`src/rtl/cvr_pkg.sv`:
```
// Shared types and constants for the complex vector reduce engine.
// Used by cvr_front, cvr_back and the top level.
package cvr_pkg;

  localparam logic [1:0] MODE_SUM  = 2'd0;
  localparam logic [1:0] MODE_DOT  = 2'd1;
  localparam logic [1:0] MODE_NORM = 2'd2;
  localparam logic [1:0] MODE_PROJ = 2'd3;

  localparam int unsigned AccW  = 43;
  localparam int unsigned TermW = 34;
  localparam int unsigned EnW   = 42;

  // one classified element, as queued between front and back
  typedef struct packed {
    logic signed [TermW-1:0] t_re;
    logic signed [TermW-1:0] t_im;
    logic [31:0]             t_en;
    logic [1:0]              mode;
    logic                    last;
  } entry_t;

endpackage

```
`src/rtl/cvr_back.sv`:
```
// Back end: saturating accumulators, iterative square root and divider,
// output register. Depends on cvr_pkg.
module cvr_back import cvr_pkg::*; #(
  parameter int unsigned FRAC_BITS = 16
) (
  input  logic                   clk_i,
  input  logic                   rst_ni,
  input  logic                   q_valid_i,
  input  entry_t                 q_entry_i,
  output logic                   q_pop_o,
  output logic                   out_valid_o,
  input  logic                   out_ready_i,
  output logic signed [AccW-1:0] result_re_o,
  output logic signed [AccW-1:0] result_im_o,
  output logic                   status_o
);

  localparam int unsigned NumW = AccW + FRAC_BITS;
  localparam int unsigned CntW = $clog2(NumW + 1);

  localparam logic [1:0] ST_ACC  = 2'd0;
  localparam logic [1:0] ST_SQRT = 2'd1;
  localparam logic [1:0] ST_DIV  = 2'd2;
  localparam logic [1:0] ST_DONE = 2'd3;

  logic [1:0] state_q;
  logic signed [AccW-1:0] acc_re_q, acc_im_q, res_re_q, res_im_q;
  logic [EnW-1:0] acc_en_q, den_q, x_q, rt_q, bit_q, rem_re_q, rem_im_q;
  logic [NumW-1:0] num_re_q, num_im_q;
  logic neg_re_q, neg_im_q, res_st_q;
  logic [CntW-1:0] cnt_q;

  logic signed [AccW:0] s_re, s_im;
  logic [AccW:0] s_en;
  logic signed [AccW-1:0] n_re, n_im;
  logic [EnW-1:0] n_en;
  logic [AccW-1:0] mag_re, mag_im;
  logic [EnW-1:0] rb;
  logic [EnW:0] sh_re, sh_im;
  logic ge_re, ge_im;
  logic load_out;

  function automatic logic signed [AccW-1:0] q_sat(logic [NumW-1:0] q, logic neg);
    logic big;
    big = (q >> 31) != '0;
    if (neg) begin
      if (big && q != (NumW'(1) << 31)) return -(AccW'(64'sd2147483648));
      return -AccW'(q);
    end
    if (big) return AccW'(64'sd2147483647);
    return AccW'(q);
  endfunction

  assign q_pop_o  = (state_q == ST_ACC) && q_valid_i;
  assign load_out = (state_q == ST_DONE) && (!out_valid_o || out_ready_i);

  always_comb begin
    s_re = (AccW+1)'(acc_re_q) + (AccW+1)'(q_entry_i.t_re);
    s_im = (AccW+1)'(acc_im_q) + (AccW+1)'(q_entry_i.t_im);
    s_en = (AccW+1)'(acc_en_q) + (AccW+1)'(q_entry_i.t_en);
    // clamp re and im to the signed accumulator range, the energy sum to its unsigned range
    if (s_re[AccW] != s_re[AccW-1]) n_re = {s_re[AccW], {(AccW-1){~s_re[AccW]}}};
    else n_re = s_re[AccW-1:0];
    if (s_im[AccW] != s_im[AccW-1]) n_im = {s_im[AccW], {(AccW-1){~s_im[AccW]}}};
    else n_im = s_im[AccW-1:0];
    if (s_en[AccW:EnW] != '0) n_en = '1;
    else n_en = s_en[EnW-1:0];
    mag_re = n_re[AccW-1] ? AccW'(-n_re) : AccW'(n_re);
    mag_im = n_im[AccW-1] ? AccW'(-n_im) : AccW'(n_im);
    rb     = rt_q + bit_q;
    sh_re  = {rem_re_q, num_re_q[NumW-1]};
    sh_im  = {rem_im_q, num_im_q[NumW-1]};
    ge_re  = sh_re >= {1'b0, den_q};
    ge_im  = sh_im >= {1'b0, den_q};
  end

  always_ff @(posedge clk_i) begin
    case (state_q)
      ST_ACC: begin
        if (q_valid_i && q_entry_i.last) begin
          x_q      <= n_en;
          rt_q     <= '0;
          bit_q    <= EnW'(1) << (EnW - 2);
          den_q    <= n_en;
          rem_re_q <= '0;
          rem_im_q <= '0;
          num_re_q <= NumW'(mag_re) << FRAC_BITS;
          num_im_q <= NumW'(mag_im) << FRAC_BITS;
          neg_re_q <= n_re[AccW-1];
          neg_im_q <= n_im[AccW-1];
          if (q_entry_i.mode == MODE_PROJ && n_en == '0) begin
            res_re_q <= '0;
            res_im_q <= '0;
            res_st_q <= 1'b1;
          end else begin
            res_re_q <= n_re;
            res_im_q <= n_im;
            res_st_q <= 1'b0;
          end
        end
      end
      ST_SQRT: begin
        if (x_q >= rb) begin
          x_q  <= x_q - rb;
          rt_q <= (rt_q >> 1) + bit_q;
        end else begin
          rt_q <= rt_q >> 1;
        end
        bit_q <= bit_q >> 2;
        if (bit_q == EnW'(1)) begin
          res_re_q <= (x_q >= rb) ? AccW'((rt_q >> 1) + bit_q) : AccW'(rt_q >> 1);
          res_im_q <= '0;
        end
      end
      ST_DIV: begin
        if (cnt_q != '0) begin
          rem_re_q <= ge_re ? EnW'(sh_re - {1'b0, den_q}) : sh_re[EnW-1:0];
          rem_im_q <= ge_im ? EnW'(sh_im - {1'b0, den_q}) : sh_im[EnW-1:0];
          num_re_q <= {num_re_q[NumW-2:0], ge_re};
          num_im_q <= {num_im_q[NumW-2:0], ge_im};
        end else begin
          res_re_q <= q_sat(num_re_q, neg_re_q);
          res_im_q <= q_sat(num_im_q, neg_im_q);
        end
      end
      default: ;
    endcase
  end

  always_ff @(posedge clk_i or negedge rst_ni) begin
    if (!rst_ni) begin
      state_q     <= ST_ACC;
      acc_re_q    <= '0;
      acc_im_q    <= '0;
      acc_en_q    <= '0;
      cnt_q       <= '0;
      out_valid_o <= 1'b0;
      result_re_o <= '0;
      result_im_o <= '0;
      status_o    <= 1'b0;
    end else begin
      // hand over once the output register is free
      if (load_out) begin
        out_valid_o <= 1'b1;
        result_re_o <= res_re_q;
        result_im_o <= res_im_q;
        status_o    <= res_st_q;
      end else if (out_ready_i) begin
        out_valid_o <= 1'b0;
      end
      case (state_q)
        ST_ACC: begin
          if (q_valid_i) begin
            if (q_entry_i.last) begin
              acc_re_q <= '0;
              acc_im_q <= '0;
              acc_en_q <= '0;
              cnt_q    <= CntW'(NumW);
              case (q_entry_i.mode)
                MODE_NORM: state_q <= ST_SQRT;
                MODE_PROJ: state_q <= (n_en == '0) ? ST_DONE : ST_DIV;
                default:   state_q <= ST_DONE;
              endcase
            end else begin
              acc_re_q <= n_re;
              acc_im_q <= n_im;
              acc_en_q <= n_en;
            end
          end
        end
        ST_SQRT: begin
          if (bit_q == EnW'(1)) state_q <= ST_DONE;
        end
        ST_DIV: begin
          if (cnt_q == '0) state_q <= ST_DONE;
          else cnt_q <= cnt_q - CntW'(1);
        end
        default: begin
          if (load_out) state_q <= ST_ACC;
        end
      endcase
    end
  end

  a_pop_in_acc: assert property (@(posedge clk_i) disable iff (!rst_ni)
    q_pop_o |-> state_q == ST_ACC) else $error("pop outside accumulate");
  a_err_zero: assert property (@(posedge clk_i) disable iff (!rst_ni)
    out_valid_o && status_o |-> result_re_o == '0 && result_im_o == '0)
    else $error("error result not zero");
  a_cnt_range: assert property (@(posedge clk_i) disable iff (!rst_ni)
    state_q == ST_DIV |-> cnt_q <= CntW'(NumW)) else $error("divide count out of range");
  a_acc_clear: assert property (@(posedge clk_i) disable iff (!rst_ni)
    q_pop_o && q_entry_i.last |=> acc_en_q == '0) else $error("accumulator not cleared");

endmodule

```
`config.mk`:
```
export PLATFORM = sky130hd
export DESIGN_NAME = cvr_back
export DESIGN_NICKNAME = d
export VERILOG_FILES = /design/src/rtl/cvr_pkg.sv /design/src/rtl/cvr_back.sv
export SDC_FILE = /design/constraint.sdc
export NUM_CORES = 2
export LEC_CHECK = 0
export BUFFER_PORTS_ARGS = -buffer_cell sky130_fd_sc_hd__clkbuf_2
export CORE_MARGIN = 2
export CORE_UTILIZATION = 65
export CTS_CLUSTER_DIAMETER = 120
export CTS_CLUSTER_SIZE = 10
export DETAILED_ROUTE_END_ITERATION = 6
export GPL_ROUTABILITY_DRIVEN = 0
export MAX_ROUTING_LAYER = met4
export PLACE_DENSITY = 0.83
export REMOVE_ABC_BUFFERS = 1
export SLEW_MARGIN = 25
export SYNTH_ARGS = -nofsm -noshare
export SYNTH_HDL_FRONTEND = slang
export SYNTH_SLANG_ARGS = --single-unit
```
`constraint.sdc`:
```
create_clock -name clk_i -period 21.5 [get_ports clk_i]
set_input_delay 1.075 -clock clk_i [delete_from_list [all_inputs] [get_ports clk_i]]
set_output_delay 1.075 -clock clk_i [all_outputs]
set_load 0.02 [all_outputs]
```
Yosys cells after proc, flatten, opt, wreduce, memory -nomap -nowiden
Index checks and enable logic that the tools add are counted.

Input bits: 107. Memory bits (writable): 0. Output and inout bits: 89. Register bits: 683. Memories: 0. Latch bits: 0. Memory bits (read-only): 0.

Divide/modulo/power cells: 0. Multiply operators: 0. Bitwise gates (word level): 2. Muxes and demuxes: 88. Reductions and logical operators: 28. Shift-type cells: 0. Add/sub/neg operators: 14. Eq/ne operators: 19. Order comparisons: 3.

Operators by type and width (count): 43-bit 2-to-1 mux (27); 42-bit 2-to-1 mux (11); 42-bit one-hot mux with 2 select lines (5); 43-bit one-hot mux with 3 select lines (2); 59-bit 2-to-1 mux (4); 59-bit one-hot mux with 2 select lines (2); 43-bit negator (4); 42-bit subtractor (3); 59-bit by 32-bit != test with 1-bit output, second input constant (2); 59-bit nonzero test (2); 43-bit by 34-bit adder with 44-bit output (2); 43-bit by 42-bit >= comparator with 1-bit output (2); 41-bit by 42-bit adder with 43-bit output (1); 42-bit by 32-bit adder with 43-bit output (1); 41-bit by 42-bit adder with 42-bit output (1); 42-bit adder (1); 42-bit by 1-bit == test with 1-bit output, second input constant (1); 42-bit >= comparator (1); 42-bit zero test (1); 1-bit 2-to-1 mux (26); 6-bit 2-to-1 mux (3); 2-bit != test, second input constant (8); 6-bit one-hot mux with 2 select lines (1); 2-bit 2-to-1 mux (5); other kinds (21) (38).

Depth between registers and ports, before layout
Word-level depth: 13. Mapped depth: 30. Gate-level depth less buffers: 28.

Worst setup path before layout
OpenSTA, ideal clock, no wires.

Kind: input port to flip-flop. Start point: input port q_valid_i. End point: register cnt_q[4]. Slack: 8.745 ns. Path buffers: 0. Cell stages on the path: 7. Arrival: 12.627 ns. Path through: nand2_1 -> and2_1 -> a21oi_1 -> nand2_1 -> nor3_1 -> xnor2_1 -> nand2_1.

Cells in the longest elaborated chain, start to end: 2.

RTL lines: start: declaration (line cvr_back.sv:8) `input logic q_valid_i,`; 2-bit != test (no line); 4-bit AND reduction (no line); end signal: assignment (line cvr_back.sv:158) `cnt_q <= CntW'(NumW);`; end signal: assignment (line cvr_back.sv:176) `else cnt_q <= cnt_q - CntW'(1);`; end: declaration (line cvr_back.sv:31) `logic [CntW-1:0] cnt_q;`.

No other way between the ends. A chain may end at the register's enable or synchronous reset.

Worst setup path after layout
Start point: input port q_entry_i[55] in the netlist's numbering. End point: register num_im_q[48], data pin.

Cells in the longest elaborated chain, start to end: 7.

RTL lines: start: declaration (line cvr_back.sv:9) `input entry_t q_entry_i,`; 43-bit by 34-bit adder with 44-bit output (*) (line cvr_back.sv:59) `s_im = (AccW+1)'(acc_im_q) + (AccW+1)'(q_entry_i.t_im);`; 1-bit != test or 1-bit inverter (tied branches) (line cvr_back.sv:64) `if (s_im[AccW] != s_im[AccW-1]) n_im = {s_im[AccW], {(AccW-1){~s_im[AccW]}}};`; 43-bit 2-to-1 mux (*) (line cvr_back.sv:64); 43-bit negator (line cvr_back.sv:69) `mag_im = n_im[AccW-1] ? AccW'(-n_im) : AccW'(n_im);`; 43-bit 2-to-1 mux (*) (line cvr_back.sv:69); 59-bit 2-to-1 mux (*) (line cvr_back.sv:80) `if (q_valid_i && q_entry_i.last) begin`; 59-bit one-hot mux with 2 select lines (*) (line cvr_back.sv:78) `case (state_q)`; end signal: assignment (line cvr_back.sv:88) `num_im_q <= NumW'(mag_im) << FRAC_BITS;`; end signal: assignment (line cvr_back.sv:120) `num_im_q <= {num_im_q[NumW-2:0], ge_im};`; end: declaration (line cvr_back.sv:29) `logic [NumW-1:0] num_re_q, num_im_q;`.

Mark *: on every way between the ends. The rest lies on a longest branch, timed or not. The select of a mux whose other input is x is not followed.

==> reports/metrics.yaml <==
status:
  status: "complete, but fails checks"
  violations: "design-rule violations"
synth:
  yosys.area_share.simple_pct: 16.4
  yosys.area.top_type: "edfxtp_1"
  yosysSeqAreaShare_pct: 39.6
  synth_cell_type_count: 113
  synth_edf_count: 438
  syn_avg_cell_area_um2: 9.21
  synth-compound-area-share_pct: 21.7
  synthMuxAreaShare_pct: 3.99
  yosys_warnings: 0
  async_flop_share_pct: 33.8
  synth_top_area_share_pct: 27.7
  synthCells: 5149
  synth_top_family_by_area: "compound AO/OA/AOI/OAI gates"
  synth_top_cells_by_count: "507 x nand2_1, 452 x nor2_1, 438 x edfxtp_1, 401 x o21ai_0, 380 x a21oi_1"
  yosys.area_share.xor_xnor_pct: 6.80
  yosysMostFrequentCell: "nand2_1"
  syn-cell-area_um2: 47400
  yosys_register_bits: 662
  synth-adder-area-share_pct: 8.22
  synth_ff_type: "edfxtp_1"
  synth.area.top_cells: "edfxtp_1 28%, dfrtp_1 12%, ha_1 8.0%"
cells_and_area:
  design_area_um2: 51400
  final_nets: 5638
  n_fill_cell: 5523
  syn_to_final_growth_pct: 8.34
  fin_cells: 6247
  layout-drive-gt1-share_pct: 9.95
clock_network:
  cts_buffers: 76
  hold_buffers: 0
  h-tree-depth: 3
  cts_tree: "built"
  post_cts_resized: 0
  cts_sinks: 662
  clk_path_buf_depth: 3
  cts_setup_buffers: 0
  clk_pin_slew_worst_paths_ns: 0.06
  clk-insertion-delay-late_ns: 0.65
  cts_root_buf: "clkbuf_16"
route:
  vias_per_cell: 6.73
  via_count: 42000
  finalWirelength_um: 137000
  first_pass_iters: 7
  wl_per_cell_um: 21.9
  dr.first_iter.drc_count: 5029
  drc_errors: 1
  antenna_left: 0
sta:
  final_max_slew_viol_count: 0
  hold_viol: 0
  final.setup.tns_ns: 0
  period_needed_ns: 7.26
  rsz0062_at_grt: "false"
  hold_slack_ns: 0.450
  fmax_ghz: 0.138
  finalCritPeriodShare_pct: 33.8
  setup_viol_count_final: 0
  worst_slew_pin_slew_ns: 1.15
  fin_skew_ns: 0.0321
  slew-limit-headroom_pct: 22.6
placement:
  dp_hpwl_um: 98000
  placed_area_um2: 49100
  placed_cells: 6104
  io_buffer_count: 195
worst_hold_path:
  hold_class: "primary input to asynchronous set/reset pin"
grt:
  grt_antenna_before_repair: 2
  grt_max_degree: 101
  overflow: 0
  grtUsageTotal_pct: 36.7
  grt_pass1_vias: 39400
  grt_pass1_wl_um: 213000
setup_path:
  crit_arrival_ns: 7.62
  path_max_fanout: 10
  end_kind: "flip-flop"
  crit_slowest_cell: "o41ai_1"
  start_kind: "primary input"
  crit_start: "q_entry_i[55]"
  reg2reg_setup_slack_ns: 14.31
  crit_type: "primary input to flip-flop"
  rr_startpoint: "acc_im_q[20]"
  required_ns: 21.86
  max_stage_delay_ns: 0.51
floorplan:
  coreArea_um2: 72600
  rows: 99
  io_pins: 196
  fp.dieW_um: 274
  start_util_pct: 65.3
  die_area_um2: 75100
  die_y_um: 274
job:
  cap_violations: 0
-- worst paths after layout --
kind	cells past startpoint	end
max in group asynchronous	2	acc_en_q[21]
worst max register to register	26	num_im_q[48]
worst max-delay path	27	num_im_q[48]
min in group clk_i	1	result_im_o[9]
worst min register to register	1	result_im_o[9]
worst min-delay path	1	acc_im_q[7]
-- metal layers --
metal | share of wire, % | GRT usage (%)
met4 | 5.8 | 19.4
met3 | 9.5 | 4.99
met5 | 0 | -
met2 | 45 | 56.3
met1 | 39 | 47.5
-- registers in the layout, summed over array words and instances, names as in the netlist --
name and cells:
den_q 42, out_valid_o 1, rt_q 42, res_im_q 43, rem_re_q 42, acc_re_q 43, neg_im_q 1, x_q 42
status_o 1, result_im_o 43, num_re_q 59, bit_q 21, result_re_o 43, acc_im_q 43, res_st_q 1, rem_im_q 42
state_q 2, neg_re_q 1, num_im_q 59, acc_en_q 42, cnt_q 6, res_re_q 43
-- worst max-delay path, delay by kind of cell --
| kind | cells | cell delay (ns) |
|---|---|---|
| buffers and inverters | 2 | 0.17 |
| adder cells (fa/ha/maj) | 3 | 0.97 |
| AO/OA/AOI/OAI | 14 | 3.62 |
| XOR/XNOR | 2 | 0.32 |
| AND/OR/NAND/NOR | 6 | 1.42 |
-- through the flow --
| step | util (%) | setup WS, ns |
|---|---|---|
| 2_1_floorplan | - | 5.82 |
| 5_1_grt | 70.7 | 13.88 |
| 4_1_cts | 70.7 | 14.29 |
| 3_3_place_gp | 67.6 | 14.09 |
| 6_report | 70.8 | 14.24 |
| 3_5_place_dp | 67.6 | 13.93 |
-- kinds of logic (layout without fill, tap and decap cells) --
| group | Yosys count | in the layout |
|---|---|---|
| AOI/OAI and AO/OA | 1596 | 1596 |
| xor gates and xnor gates | 368 | 368 |
| adders and majority gates | 308 | 308 |
| buffers and inverters | 411 | 547 |
| DFF | 662 | 662 |
| muxes | 175 | 175 |
| other | 0 | 3 |
| and+or+nand+nor | 1629 | 1629 |
-- placed cells by master (no fill, tap or decap), types with 173 or more instances in the layout --
cell / netlist / final
edfxtp_1: 438 / 438
nand2_1: 507 / 505
o21ai_0: 401 / 399
dfrtp_1: 224 / 224
clkbuf_2: 1 / 194
xor2_1: 173 / 173
ha_1: 302 / 300
xnor2_1: 195 / 195
nor2_1: 452 / 446
a21oi_1: 380 / 379
-- cell type report --
cell class                      instances  area (µm²)  share of cell area (%)
Antenna cell                            3        7.51                  0.0146
Clock buffer                          132        2110                    4.11
Clock inverter                          8         164                   0.319
Inverter                              173         651                    1.27
Multi-Input combinational cell       4076       27200                    52.9
Sequential cell                       662       18800                    36.5
Tap cell                              959        1200                    2.34
Timing Repair Buffer                  234        1290                    2.51
Power is left out: the tool's default activity adds up to more than one toggle a clock period on the data nets, which glitch-free logic cannot reach.
